**src/hw/rtl/deque_with_search_assert.svh**
```systemverilog
// deque_with_search_assert.svh: assertion macros for the deque block
// depends on clk and rst being visible at the place of use
`ifndef DEQUE_WITH_SEARCH_ASSERT_SVH
`define DEQUE_WITH_SEARCH_ASSERT_SVH

// property that must hold at every edge out of reset
`define DWS_ASSERT_ALWAYS(lbl, expr, msg) \
  lbl: assert property (@(posedge clk) disable iff (rst) (expr)) else $error(msg);

// implication checked in the same cycle
`define DWS_ASSERT_IMP(lbl, ante, cons, msg) \
  lbl: assert property (@(posedge clk) disable iff (rst) (ante) |-> (cons)) \
    else $error(msg);

`endif

```
**src/hw/rtl/dws_pkg.sv**
```systemverilog
`timescale 1ns / 1ps
// dws_pkg: shared types, constants and ring pointer helpers for the deque block
// no dependencies
package dws_pkg;

  localparam int CAPACITY = 16;
  localparam int PTR_W    = $clog2(CAPACITY);
  localparam int CNT_W    = $clog2(CAPACITY + 1);
  localparam int VALUE_W  = 32;
  localparam int OP_W     = 3;
  localparam int QDEPTH   = 2;
  localparam int QAW      = $clog2(QDEPTH);
  localparam int QLVL_W   = $clog2(QDEPTH + 1);

  // request codes on the operation field
  localparam logic [OP_W-1:0] OP_DUMP    = 3'd0;
  localparam logic [OP_W-1:0] OP_PUSH_F  = 3'd1;
  localparam logic [OP_W-1:0] OP_PUSH_R  = 3'd2;
  localparam logic [OP_W-1:0] OP_POP_F   = 3'd3;
  localparam logic [OP_W-1:0] OP_POP_R   = 3'd4;
  localparam logic [OP_W-1:0] OP_SEARCH  = 3'd5;

  // result status codes
  localparam logic [1:0] ST_OK    = 2'd0;
  localparam logic [1:0] ST_EMPTY = 2'd1;
  localparam logic [1:0] ST_FULL  = 2'd2;

  typedef enum logic [2:0] {
    CMD_DUMP,
    CMD_PUSH_F,
    CMD_PUSH_R,
    CMD_POP_F,
    CMD_POP_R,
    CMD_SEARCH,
    CMD_NOP
  } cmd_kind_t;

  typedef struct packed {
    cmd_kind_t                  kind;
    logic signed [VALUE_W-1:0]  value;
  } cmd_t;

  // handoff from the command queue to the execution side
  typedef struct packed {
    logic valid;
    cmd_t cmd;
  } cmd_head_t;

  typedef enum logic [1:0] {
    BK_IDLE,
    BK_POP,
    BK_WALK,
    BK_SFIN
  } bk_state_t;

  // ring slot at base plus offset, modulo capacity
  function automatic logic [PTR_W-1:0] slot_add(input logic [PTR_W-1:0] base,
                                                input logic [PTR_W-1:0] off);
    logic [PTR_W:0] s;
    s = {1'b0, base} + {1'b0, off};
    if (s >= (PTR_W+1)'(CAPACITY)) begin
      s = s - (PTR_W+1)'(CAPACITY);
    end
    return s[PTR_W-1:0];
  endfunction

  function automatic logic [PTR_W-1:0] slot_inc(input logic [PTR_W-1:0] p);
    logic [PTR_W-1:0] r;
    r = (p == PTR_W'(CAPACITY - 1)) ? '0 : p + 1'b1;
    return r;
  endfunction

  function automatic logic [PTR_W-1:0] slot_dec(input logic [PTR_W-1:0] p);
    logic [PTR_W-1:0] r;
    r = (p == '0) ? PTR_W'(CAPACITY - 1) : p - 1'b1;
    return r;
  endfunction

endpackage

```
**src/hw/rtl/dws_ram.sv**
```systemverilog
`timescale 1ns / 1ps
// dws_ram: generic single write, single read memory with registered read data
// no dependencies
module dws_ram #(
  parameter int WIDTH = 32,
  parameter int DEPTH = 16
) (
  input  logic                     clk,
  input  logic                     wr_en,
  input  logic [$clog2(DEPTH)-1:0] wr_addr,
  input  logic [WIDTH-1:0]         wr_data,
  input  logic                     rd_en,
  input  logic [$clog2(DEPTH)-1:0] rd_addr,
  output logic [WIDTH-1:0]         rd_data
);

  logic [WIDTH-1:0] mem [DEPTH];

  // write port
  always_ff @(posedge clk) begin
    if (wr_en) begin
      mem[wr_addr] <= wr_data;
    end
  end

  // read port, data held while not enabled
  always_ff @(posedge clk) begin
    if (rd_en) begin
      rd_data <= mem[rd_addr];
    end
  end

endmodule

```
**src/hw/rtl/dws_front.sv**
```systemverilog
`timescale 1ns / 1ps
// dws_front: takes request words, decodes them and queues the commands
// depends on dws_pkg
module dws_front (
  input  logic                               clk,
  input  logic                               rst,
  input  logic                               in_valid,
  output logic                               in_stall,
  input  logic [dws_pkg::OP_W-1:0]           operation,
  input  logic signed [dws_pkg::VALUE_W-1:0] value,
  output dws_pkg::cmd_head_t                 head,
  input  logic                               take
);

  dws_pkg::cmd_t                 slots [dws_pkg::QDEPTH];
  logic [dws_pkg::QAW-1:0]       wp;
  logic [dws_pkg::QAW-1:0]       rp;
  logic [dws_pkg::QLVL_W-1:0]    level;
  dws_pkg::cmd_t                 dec;
  logic                          push;

  // decode the operation code into a command
  always_comb begin
    dec.value = value;
    case (operation)
      dws_pkg::OP_DUMP:   dec.kind = dws_pkg::CMD_DUMP;
      dws_pkg::OP_PUSH_F: dec.kind = dws_pkg::CMD_PUSH_F;
      dws_pkg::OP_PUSH_R: dec.kind = dws_pkg::CMD_PUSH_R;
      dws_pkg::OP_POP_F:  dec.kind = dws_pkg::CMD_POP_F;
      dws_pkg::OP_POP_R:  dec.kind = dws_pkg::CMD_POP_R;
      dws_pkg::OP_SEARCH: dec.kind = dws_pkg::CMD_SEARCH;
      default:            dec.kind = dws_pkg::CMD_NOP;
    endcase
  end

  // queue flow control
  assign in_stall   = (level == dws_pkg::QLVL_W'(dws_pkg::QDEPTH));
  assign push       = in_valid && !in_stall;
  assign head.valid = (level != '0);
  assign head.cmd   = slots[rp];

  // queue storage
  always_ff @(posedge clk) begin
    if (push) begin
      slots[wp] <= dec;
    end
  end

  // queue pointers and fill level
  always_ff @(posedge clk) begin
    if (rst) begin
      wp    <= '0;
      rp    <= '0;
      level <= '0;
    end else begin
      if (push) begin
        wp <= (wp == dws_pkg::QAW'(dws_pkg::QDEPTH - 1)) ? '0 : wp + 1'b1;
      end
      if (take) begin
        rp <= (rp == dws_pkg::QAW'(dws_pkg::QDEPTH - 1)) ? '0 : rp + 1'b1;
      end
      if (push && !take) begin
        level <= level + 1'b1;
      end else if (take && !push) begin
        level <= level - 1'b1;
      end
    end
  end

endmodule

```
**src/hw/rtl/dws_back.sv**
```systemverilog
`timescale 1ns / 1ps
// dws_back: executes queued commands on the ring buffer and drives result words
// depends on dws_pkg and dws_ram
module dws_back (
  input  logic                                clk,
  input  logic                                rst,
  input  dws_pkg::cmd_head_t                  head,
  output logic                                take,
  output logic                                out_valid,
  input  logic                                out_stall,
  output logic signed [dws_pkg::VALUE_W-1:0]  data,
  output logic                                found,
  output logic [1:0]                          status,
  output logic                                is_empty,
  output logic [dws_pkg::CNT_W-1:0]           entry_count,
  output logic                                last,
  output logic [dws_pkg::CNT_W-1:0]           cur_count
);

  localparam logic [dws_pkg::CNT_W-1:0] CAP_CNT = dws_pkg::CNT_W'(dws_pkg::CAPACITY);

  dws_pkg::bk_state_t                 state, state_next;
  dws_pkg::cmd_kind_t                 kind, kind_next;
  logic signed [dws_pkg::VALUE_W-1:0] key, key_next;
  logic [dws_pkg::CNT_W-1:0]          count, count_next;
  logic [dws_pkg::PTR_W-1:0]          front_ptr, front_ptr_next;
  logic [dws_pkg::CNT_W-1:0]          issue_idx, issue_idx_next;
  logic [dws_pkg::CNT_W-1:0]          pend_idx, pend_idx_next;
  logic                               pend, pend_next;
  logic                               hit, hit_next;

  logic                               wr_en, rd_en;
  logic [dws_pkg::PTR_W-1:0]          wr_addr, rd_addr;
  logic [dws_pkg::VALUE_W-1:0]        rd_data;

  logic                               out_free, advance, emit;
  logic signed [dws_pkg::VALUE_W-1:0] e_data;
  logic                               e_found, e_last;
  logic [1:0]                         e_status;

  dws_ram #(
    .WIDTH (dws_pkg::VALUE_W),
    .DEPTH (dws_pkg::CAPACITY)
  ) u_entries (
    .clk     (clk),
    .wr_en   (wr_en),
    .wr_addr (wr_addr),
    .wr_data (head.cmd.value),
    .rd_en   (rd_en),
    .rd_addr (rd_addr),
    .rd_data (rd_data)
  );

  assign out_free  = !out_valid || !out_stall;
  assign cur_count = count;

  // state registers
  always_ff @(posedge clk) begin
    if (rst) begin
      state     <= dws_pkg::BK_IDLE;
      count     <= '0;
      front_ptr <= '0;
      pend      <= 1'b0;
    end else begin
      state     <= state_next;
      count     <= count_next;
      front_ptr <= front_ptr_next;
      pend      <= pend_next;
    end
  end

  // command and walk bookkeeping
  always_ff @(posedge clk) begin
    kind      <= kind_next;
    key       <= key_next;
    issue_idx <= issue_idx_next;
    pend_idx  <= pend_idx_next;
    hit       <= hit_next;
  end

  // next state, memory access and result selection
  always_comb begin
    state_next     = state;
    kind_next      = kind;
    key_next       = key;
    count_next     = count;
    front_ptr_next = front_ptr;
    issue_idx_next = issue_idx;
    pend_idx_next  = pend_idx;
    pend_next      = pend;
    hit_next       = hit;
    take           = 1'b0;
    wr_en          = 1'b0;
    wr_addr        = front_ptr;
    rd_en          = 1'b0;
    rd_addr        = front_ptr;
    emit           = 1'b0;
    e_data         = '0;
    e_found        = 1'b0;
    e_status       = dws_pkg::ST_OK;
    e_last         = 1'b1;
    advance        = 1'b0;

    case (state)
      dws_pkg::BK_IDLE: begin
        if (head.valid && out_free) begin
          take      = 1'b1;
          kind_next = head.cmd.kind;
          key_next  = head.cmd.value;
          case (head.cmd.kind)
            dws_pkg::CMD_PUSH_F: begin
              emit = 1'b1;
              if (count == CAP_CNT) begin
                e_status = dws_pkg::ST_FULL;
              end else begin
                wr_en          = 1'b1;
                wr_addr        = dws_pkg::slot_dec(front_ptr);
                front_ptr_next = dws_pkg::slot_dec(front_ptr);
                count_next     = count + 1'b1;
              end
            end
            dws_pkg::CMD_PUSH_R: begin
              emit = 1'b1;
              if (count == CAP_CNT) begin
                e_status = dws_pkg::ST_FULL;
              end else begin
                wr_en      = 1'b1;
                wr_addr    = dws_pkg::slot_add(front_ptr, count[dws_pkg::PTR_W-1:0]);
                count_next = count + 1'b1;
              end
            end
            dws_pkg::CMD_POP_F: begin
              if (count == '0) begin
                emit     = 1'b1;
                e_status = dws_pkg::ST_EMPTY;
              end else begin
                rd_en          = 1'b1;
                rd_addr        = front_ptr;
                front_ptr_next = dws_pkg::slot_inc(front_ptr);
                count_next     = count - 1'b1;
                state_next     = dws_pkg::BK_POP;
              end
            end
            dws_pkg::CMD_POP_R: begin
              if (count == '0) begin
                emit     = 1'b1;
                e_status = dws_pkg::ST_EMPTY;
              end else begin
                rd_en      = 1'b1;
                count_next = count - 1'b1;
                rd_addr    = dws_pkg::slot_add(front_ptr,
                                               count_next[dws_pkg::PTR_W-1:0]);
                state_next = dws_pkg::BK_POP;
              end
            end
            dws_pkg::CMD_SEARCH, dws_pkg::CMD_DUMP: begin
              if (count == '0) begin
                emit     = 1'b1;
                e_status = (head.cmd.kind == dws_pkg::CMD_DUMP) ?
                           dws_pkg::ST_EMPTY : dws_pkg::ST_OK;
              end else begin
                issue_idx_next = '0;
                pend_next      = 1'b0;
                hit_next       = 1'b0;
                state_next     = dws_pkg::BK_WALK;
              end
            end
            default: begin
              emit = 1'b1;
            end
          endcase
        end
      end

      // popped entry arrives from the memory
      dws_pkg::BK_POP: begin
        if (out_free) begin
          emit       = 1'b1;
          e_data     = rd_data;
          state_next = dws_pkg::BK_IDLE;
        end
      end

      // walk entries front to rear, one read issued per cycle, a dump waiting while its result is stalled
      dws_pkg::BK_WALK: begin
        advance = !pend || (kind != dws_pkg::CMD_DUMP) || out_free;
        if (advance) begin
          if (pend) begin
            if (kind == dws_pkg::CMD_DUMP) begin
              emit   = 1'b1;
              e_data = rd_data;
              e_last = (pend_idx == count - 1'b1);
            end else begin
              hit_next = hit || (rd_data == key);
            end
          end
          if (issue_idx < count) begin
            rd_en          = 1'b1;
            rd_addr        = dws_pkg::slot_add(front_ptr, issue_idx[dws_pkg::PTR_W-1:0]);
            pend_next      = 1'b1;
            pend_idx_next  = issue_idx;
            issue_idx_next = issue_idx + 1'b1;
          end else begin
            pend_next  = 1'b0;
            state_next = (kind == dws_pkg::CMD_DUMP) ? dws_pkg::BK_IDLE :
                                                       dws_pkg::BK_SFIN;
          end
        end
      end

      // search verdict
      dws_pkg::BK_SFIN: begin
        if (out_free) begin
          emit       = 1'b1;
          e_found    = hit;
          state_next = dws_pkg::BK_IDLE;
        end
      end

      default: begin
        state_next = dws_pkg::BK_IDLE;
      end
    endcase
  end

  // output register valid
  always_ff @(posedge clk) begin
    if (rst) begin
      out_valid <= 1'b0;
    end else if (emit) begin
      out_valid <= 1'b1;
    end else if (!out_stall) begin
      out_valid <= 1'b0;
    end
  end

  // output register payload
  always_ff @(posedge clk) begin
    if (emit) begin
      data        <= e_data;
      found       <= e_found;
      status      <= e_status;
      is_empty    <= (count_next == '0);
      entry_count <= count_next;
      last        <= e_last;
    end
  end

endmodule

```
**src/hw/rtl/deque_with_search.sv**
```systemverilog
`timescale 1ns / 1ps
// deque_with_search: top level of the bounded deque with linear search
// depends on dws_pkg, dws_front, dws_back (and dws_ram below it)
//
//   channel  | handshake           | payload
//   ---------+---------------------+---------------------------------------------
//   request  | in_valid / in_stall | operation, value
//   result   | out_valid/out_stall | data, found, status, is_empty, entry_count, last
//
// pushes, failed requests, unknown codes and searches or dumps on an empty list
// answer from the idle state, pops after the registered memory read; on a
// non-empty list search and dump walk the single read port of the entry memory
// one slot per cycle (a dump holds while stalled), search then giving its verdict
// a two-word command queue lets requests arrive while the back end is busy
// reset (synchronous) empties the list; entry memory is left as is
// a stalled result holds the back end, the queue keeps taking requests until full
`include "deque_with_search_assert.svh"
module deque_with_search (
  input  logic                               clk,
  input  logic                               rst,
  input  logic                               in_valid,
  output logic                               in_stall,
  input  logic [dws_pkg::OP_W-1:0]           operation,
  input  logic signed [dws_pkg::VALUE_W-1:0] value,
  output logic                               out_valid,
  input  logic                               out_stall,
  output logic signed [dws_pkg::VALUE_W-1:0] data,
  output logic                               found,
  output logic [1:0]                         status,
  output logic                               is_empty,
  output logic [dws_pkg::CNT_W-1:0]          entry_count,
  output logic                               last
);

  localparam logic [dws_pkg::CNT_W-1:0] CAP_CNT = dws_pkg::CNT_W'(dws_pkg::CAPACITY);

  dws_pkg::cmd_head_t        head;
  logic                      take;
  logic [dws_pkg::CNT_W-1:0] cur_count;
  logic                      full_word;
  logic                      final_ok;

  // request decode and command queue
  dws_front u_front (
    .clk       (clk),
    .rst       (rst),
    .in_valid  (in_valid),
    .in_stall  (in_stall),
    .operation (operation),
    .value     (value),
    .head      (head),
    .take      (take)
  );

  // command execution and result register
  dws_back u_back (
    .clk         (clk),
    .rst         (rst),
    .head        (head),
    .take        (take),
    .out_valid   (out_valid),
    .out_stall   (out_stall),
    .data        (data),
    .found       (found),
    .status      (status),
    .is_empty    (is_empty),
    .entry_count (entry_count),
    .last        (last),
    .cur_count   (cur_count)
  );

  // terms used by the checks
  assign full_word = out_valid && (status == dws_pkg::ST_FULL);
  assign final_ok  = last && (status == dws_pkg::ST_OK);

  // checks on the list bookkeeping
  `DWS_ASSERT_ALWAYS(a_count_bound, cur_count <= CAP_CNT, "count above capacity")
  `DWS_ASSERT_IMP(a_empty_flag, out_valid, is_empty == (entry_count == '0), "bad empty flag")
  `DWS_ASSERT_IMP(a_full_status, full_word, entry_count == CAP_CNT, "full status below capacity")
  `DWS_ASSERT_IMP(a_found_single, out_valid && found, final_ok, "found on a non-final word")

endmodule

```
**config.mk**
```make
export PLATFORM = sky130hd
export DESIGN_NAME = deque_with_search
export DESIGN_NICKNAME = d
export VERILOG_FILES = /design/src/hw/rtl/dws_pkg.sv /design/src/hw/rtl/dws_ram.sv /design/src/hw/rtl/dws_front.sv /design/src/hw/rtl/dws_back.sv /design/src/hw/rtl/deque_with_search.sv
export VERILOG_INCLUDE_DIRS = /design/src /design/src/hw/rtl
export SDC_FILE = /design/constraint.sdc
export NUM_CORES = 1
export LEC_CHECK = 0
export BUFFER_PORTS_ARGS = -buffer_cell sky130_fd_sc_hd__buf_2
export CAP_MARGIN = 20
export CELL_PAD_IN_SITES_DETAIL_PLACEMENT = 1
export CELL_PAD_IN_SITES_GLOBAL_PLACEMENT = 1
export CORE_MARGIN = 2
export CORE_UTILIZATION = 48
export CTS_CLUSTER_DIAMETER = 30
export DETAILED_ROUTE_END_ITERATION = 16
export GPL_TIMING_DRIVEN = 0
export PLACE_DENSITY = 0.75
export SYNTH_ARGS = -nofsm -noshare
export SYNTH_HDL_FRONTEND = slang
export SYNTH_SLANG_ARGS = --single-unit
```
**constraint.sdc**
```tcl
create_clock -name clk -period 5.73 [get_ports clk]
set_input_delay 1.719 -clock clk [delete_from_list [all_inputs] [get_ports clk]]
set_output_delay 1.719 -clock clk [all_outputs]
set_load 0.01 [all_outputs]
```
==> results.cfg, run 1 <==
[run_status]
outcome = finished, final reports clean

[floorplanning]
die-area_um2 = 63600
core.rowCount = 90
chipWidth_um = 252
core_region_area_um2 = 60600
die_height_um = 252
num_io_pins = 83
start_util_pct = 48.8

[synthesis]
post_synth_main_area_contributors = sky130_fd_sc_hd__edfxtp_1 71%, sky130_fd_sc_hd__nand2_1 2.5%, sky130_fd_sc_hd__o21ai_0 2.3%
synth-seq-cells = 720
post_synth_net_total = 2086
synth_top_family_by_area = compound AO/OA/AOI/OAI gates
syn-instance-count = 2021
synth_top_area_share_pct = 71.3
synth_enable_flop_cells = 702
postSynth.asyncResetShare_pct = 0
postSynthAreaPerCell_um2 = 14.6
mappedNetlistArea_um2 = 29500
ys_types = 72
yosys_most_used_dff = sky130_fd_sc_hd__edfxtp_1
leading_cell_types_by_count_after_synthesis = 702 x sky130_fd_sc_hd__edfxtp_1, 196 x sky130_fd_sc_hd__nand2_1, 136 x sky130_fd_sc_hd__o21ai_0, 110 x sky130_fd_sc_hd__clkbuf_1, 80 x sky130_fd_sc_hd__nand3_1
synth_compound_area_share_pct = 13.4
yosysWarnings = 0
synth.largest_area_cell = sky130_fd_sc_hd__edfxtp_1
synth_xor_area_share_pct = 1.63
synth_simple_gate_area_share_pct = 7.19
synth-seq-area-share_pct = 72.6
synth.most_common_cell = sky130_fd_sc_hd__edfxtp_1
post_synth_mux_area_share_pct = 1.44
synthAdderAreaFrac_pct = 1.18

[timing]
worst_pin_slew_ns = 1.04
clock_skew_ns = 0.0274
grt_setup_unrepaired = no
timing_max_transition_violations_final = 0
maxClockFrequency_mhz = 184
min_period_ns = 5.44
final.period_utilization_pct = 95.0
number_of_failing_setup_endpoints_in_the_final_timing_report = 0
timing_hold_violations_final = 0
relSlewSlack_pct = 30.7

[clock_network]
cts_tree = yes
postCtsHoldBufs = 0
ctsRootBufferMaster = sky130_fd_sc_hd__clkbuf_16
clkTransAtPathRegs_ns = 0.05
ctsLongestPathBuffers = 3
post_cts_repair_timing_setup_buffer_count = 0
htreeDepth = 4
cts_inserted_buffers = 142
cts_resized = 0
clock_sinks = 720
clk_lat_worst_skew_ns = 0.74

[job]
max_cap_violations = 0

[hold_path]
holdPathEnd = u_back.pend_idx[4]
min_from = u_back.issue_idx[4]
hold_class = reg2reg
whs_path_depth = 0

[finish]
final_net_count = 2333
layout.core_utilization_pct = 60.0
flow.area_growth_from_synthesis_pct = 23.1
fin_cells = 3169
post_route_cells_drive_above_1_share_pct = 17.9

[placement]
place_inst = 2903
port_buffers = 81
post-dp-hpwl_mm = 58.2
routability_congestion_estimate = 0.909

[grt]
grt_most_used_layer = met2
antenna_found_initial = 5
grt_usage_pct = 29.6
global_routing_usage_on_met2_pct = 49.4
grt_start_max_net_pins = 44
globalRouteOverflowTotal = 0
grt_pass1_vias = 21700
grt.met3_usage_pct = 5.71
global_route_wire_length_before_repair_mm = 139
grt_use_met1_pct = 38.0

[critical_path]
path_max_fanout = 10
worst_setup_path_end_kind = flip-flop
rrSetupSlack_ns = 0.29
critPathSlowestCell = sky130_fd_sc_hd__o32ai_1
rr_endpoint = u_back.u_entries.rd_data[22]
start_kind = flip-flop
required_ns = 6.14
crit-reg2reg-launch = u_back.cur_count[2]
critPathMaxStageDelay_ns = 0.96
worstRegToRegCells = 13
critical_path_arrival_ns = 5.85
worst-setup-path-type = reg2reg
path_cells = clkbuf_1 -> inv_1 -> ha_1 -> a21o_1 -> a31oi_1 -> o211ai_1 -> o32ai_1 -> or2_1 -> buf_2 -> clkbuf_1 -> a32oi_1 -> a22oi_1 -> o211ai_1

[power]
power.leakage_uw = 0.0121
power_density_nw_per_um2 = 564
worst_ir_drop_vdd_mv = 0.259
power_uw = 20500

[detailed_routing]
route.detailed.wl_per_inst_um = 29.4
drt-pass1-iter-count = 6
routed_wirelength_mm = 93.2
first_iter_violations = 2482
detail_route.vias_per_cell = 6.42
via_count = 20300
drc_errors = 0
antenna_nets_post_route = 0
==> flip-flops by register name, summed over array words and instances (netlist names), 32 cells and up, named ones only <==
signal / cells
u_back.u_entries.mem: 512
u_back.key: 32
u_back.data: 32
u_back.u_entries.rd_data: 32
u_front.slots: 70
==> layout make-up <==
cell class | count | area, um2
Sequential cell | 720 | 21400
Multi-Input combinational cell | 1117 | 7500
Fill cell | 5685 | 24200
Buffer | 158 | 673
Tap cell | 782 | 978
Clock inverter | 89 | 1120
Timing Repair Buffer | 103 | 838
Antenna cell | 2 | 5.00
Inverter | 26 | 97.6
Clock buffer | 172 | 3730
==> cells in the final DEF, fill, tap and decap left out, drive strengths merged, types with 44 or more instances in the layout <==
cell type,Yosys,final
edfxtp,702,702
clkbuf,110,284
nand2,196,196
buf,48,149
o21ai,146,146
nand3,80,80
a32oi,66,66
a311oi,66,66
nor2,57,57
a21oi,56,56
clkinv,0,44
==> cells by family after synthesis <==
group                      Yosys count
and+or+nand+nor                    454
buffers and inverters              184
xor gates and xnor gates            55
muxes                               37
DFF                                720
adders and majority gates           26
AOI/OAI and AO/OA                  545
==> metrics by stage <==
step                      TNS, ns  setup WS, ns  hold slack [ns]  cell area, um2
after floorplan                 0        0.0202            0.472           29500
after global placement    -968.09         -1.83            0.498           30900
after detailed placement   -66.99        -0.608            0.518           31500
after CTS                       0         0.134            0.539           36300
final                           0         0.287            0.529           36400
after global routing            0         0.152            0.551           36400
==> worst max-delay path by stage <==
stage	depth (start not counted)	end	startpoint	slack (ns)
4_1_cts	9	u_back.u_entries.mem[10][9]	out_stall	0.13
5_1_grt	13	u_back.u_entries.rd_data[17]	u_back.cur_count[2]	0.15
3_5_place_dp	9	u_back.u_entries.mem[10][9]	out_stall	-0.61
3_3_place_gp	8	u_back.u_entries.mem[15][6]	out_stall	-1.83
6_report	13	u_back.u_entries.rd_data[22]	u_back.cur_count[2]	0.29
2_1_floorplan	2	u_back.data[0]	out_stall	0.02
==> worst max-delay path: cells and delay by family, from the launching register on <==
kind | cells | cell delay (ns)
simple gates | 1 | 0.22
flops | 1 | 0.43
compound gates | 7 | 2.80
buf+inv | 4 | 1.34
fa+ha+maj | 1 | 0.32
==> routing by layer <==
metal  share of wire [%]  vias up
li1                    -     8574
met2                  49     1158
met1                  39    10400
met4                 3.6        2
met5               0.013        -
met3                 8.1      231
==> power breakdown <==
group          total, uW  switching (uW)  internal [uW]
registers           7140             201           6940
clock network       8450            2860           5600
logic               4920            3470           1450
Power figures use the tool's default switching activity.
==> run 2, diff against run 1 <==
--- a/config.mk
+++ b/config.mk
@@ -10,6 +10,7 @@
 export CAP_MARGIN = 20
 export CELL_PAD_IN_SITES_DETAIL_PLACEMENT = 1
 export CELL_PAD_IN_SITES_GLOBAL_PLACEMENT = 1
+export CORE_ASPECT_RATIO = 1.75
 export CORE_MARGIN = 2
 export CORE_UTILIZATION = 48
 export CTS_CLUSTER_DIAMETER = 30
==> results.cfg, run 2 (synthesis gave the netlist of run 1 again) <==
[placement]
place_inst = 2917
routability_congestion_estimate = 0.942
post-dp-hpwl_mm = 61.8
port_buffers = 81
dp_slack_ns = -0.377

[timing]
timing_hold_violations_final = 0
number_of_failing_setup_endpoints_in_the_final_timing_report = 0
setup_ws_ns = 0.308
grt_setup_unrepaired = no
fin_setup_tns_ns = 0
clock_skew_ns = 0.0251
worst_pin_slew_ns = 1.09
relSlewSlack_pct = 26.7
final.period_utilization_pct = 94.6
timing_max_transition_violations_final = 0
maxClockFrequency_mhz = 184
min_period_ns = 5.42

[finish]
largest_register_ffs = 512
top_regs = u_back.u_entries.mem x512, u_front.slots x70
layout_commonest_cell = sky130_fd_sc_hd__edfxtp_1
final_net_count = 2290
mostFrequentLayoutCells = 702 x sky130_fd_sc_hd__edfxtp_1, 196 x sky130_fd_sc_hd__nand2_1, 135 x sky130_fd_sc_hd__o21ai_0
post_route_cells_drive_above_1_share_pct = 16.7
fin_cells = 3103
regMostFlops = u_back.u_entries.mem
layout.core_utilization_pct = 57.3
antenna_cells = 0
flow.area_growth_from_synthesis_pct = 18.5

[detailed_routing]
drc_errors = 0
drt-pass1-iter-count = 5
first_iter_violations = 1655
routed_wirelength_mm = 87.5
route.detailed.wl_per_inst_um = 28.2
antenna_nets_post_route = 0
via_count = 19200
detail_route.vias_per_cell = 6.20

[grt]
grt.met3_usage_pct = 3.96
global_route_wire_length_before_repair_mm = 130
antenna_found_initial = 1
grt_pass1_vias = 20900
global_routing_usage_on_met2_pct = 51.6
grt_start_max_net_pins = 44
grt_use_met1_pct = 28.9
grt_usage_pct = 27.9
globalRouteOverflowTotal = 0
grt_most_used_layer = met2

[floorplanning]
core_region_area_um2 = 61100
die_height_um = 332
core.rowCount = 120
start_util_pct = 48.4
die-area_um2 = 63600
chipWidth_um = 192
num_io_pins = 83

[clock_network]
clock_sinks = 720
ctsRootBufferMaster = sky130_fd_sc_hd__clkbuf_16
clk_lat_worst_skew_ns = 0.68
cts_inserted_buffers = 99
cts_tree = yes
postCtsHoldBufs = 0
clkTransAtPathRegs_ns = 0.06
ctsLongestPathBuffers = 3
htreeDepth = 3

[power]
power_density_nw_per_um2 = 520
power.leakage_uw = 0.0115
worst_ir_drop_vdd_mv = 0.381

[job]
max_cap_violations = 0

[hold_path]
hold_class = reg2reg

[critical_path]
largest_delay_contributor_family_on_the_critical_path = compound AO/OA/AOI/OAI gates
cp_num_buf_inv = 4
worst_setup_path_end_kind = flip-flop
start_kind = flip-flop
path_max_fanout = 10
worst-setup-path-type = reg2reg
required_ns = 6.21
critPathSlowestCell = sky130_fd_sc_hd__o31ai_1
path_cells = clkbuf_1 -> inv_1 -> ha_1 -> a21o_1 -> a31oi_1 -> o211ai_1 -> o31ai_1 -> clkbuf_1 -> clkbuf_1 -> o21ai_0 -> a32oi_1 -> a22oi_1 -> o211ai_1
path_common_cell = sky130_fd_sc_hd__clkbuf_1
critical_path_arrival_ns = 5.91
critPathMaxStageDelay_ns = 0.81

[run_status]
outcome = finished, final reports clean
[run 2: power breakdown]
| part | switching, uW | leakage [uW] | internal (uW) |
|---|---|---|---|
| Clock | 2520 | 0.00166 | 3830 |
| Sequential | 186 | 0.00653 | 6930 |
| Combinational | 3310 | 0.00326 | 1430 |
| Total | 6010 | 0.0115 | 12200 |
[run 2: path summary, 6_finish.rpt]
| kind | startpoint | cells past startpoint | to | slack, ns |
|---|---|---|---|---|
| hold / removal | u_front.rp | 2 | u_front.rp | 0.53 |
| setup / recovery | u_back.cur_count[2] | 13 | u_back.u_entries.rd_data[0] | 0.31 |
| setup reg to reg | u_back.cur_count[2] | 13 | u_back.u_entries.rd_data[0] | 0.31 |
| hold reg to reg | u_front.rp | 2 | u_front.rp | 0.53 |
[run 2: metrics by stage]
stage	hold WS [ns]	total power (uW)	cell area [um2]
detailed placement	0.512	11900	31500
CTS	0.528	18200	35000
floorplan	0.472	9940	29500
global route	0.552	18800	35000
global placement	0.488	11500	30900
finish	0.527	18200	35000
[run 2: area by class of cell]
class / count / area [um2]
Fill cell: 5807 / 26100
Multi-Input combinational cell: 1117 / 7500
Timing Repair Buffer: 103 / 848
Inverter: 26 / 98.8
Sequential cell: 720 / 21400
Clock buffer: 108 / 2530
Tap cell: 793 / 992
Buffer: 158 / 673
Clock inverter: 78 / 937
[run 2: metal layers]
metal | vias up | wire length (um) | part of all wire [%]
li1 | 8439 | - | -
met1 | 9794 | 29800 | 34
met2 | 765 | 47900 | 55
met3 | 247 | 4230 | 4.8
met4 | 0 | 5580 | 6.4
met5 | - | 0 | 0
[run 2: repair_timing]
item / 4_1_cts / 5_1_grt
setup endpoints to repair: 0 / 26
gates resized for setup: 0 / 1
setup buffers: 0 / 0
[run 2: worst register-to-register path, cell delays in order (launching register included)]
cell                       delay, ns
sky130_fd_sc_hd__dfxtp_1        0.44
sky130_fd_sc_hd__clkbuf_1       0.44
sky130_fd_sc_hd__inv_1          0.09
sky130_fd_sc_hd__ha_1           0.33
sky130_fd_sc_hd__a21o_1         0.18
sky130_fd_sc_hd__a31oi_1        0.24
sky130_fd_sc_hd__o211ai_1       0.41
sky130_fd_sc_hd__o31ai_1        0.81
sky130_fd_sc_hd__clkbuf_1       0.62
sky130_fd_sc_hd__clkbuf_1       0.47
sky130_fd_sc_hd__o21ai_0        0.26
sky130_fd_sc_hd__a32oi_1        0.51
sky130_fd_sc_hd__a22oi_1        0.27
sky130_fd_sc_hd__o211ai_1       0.17
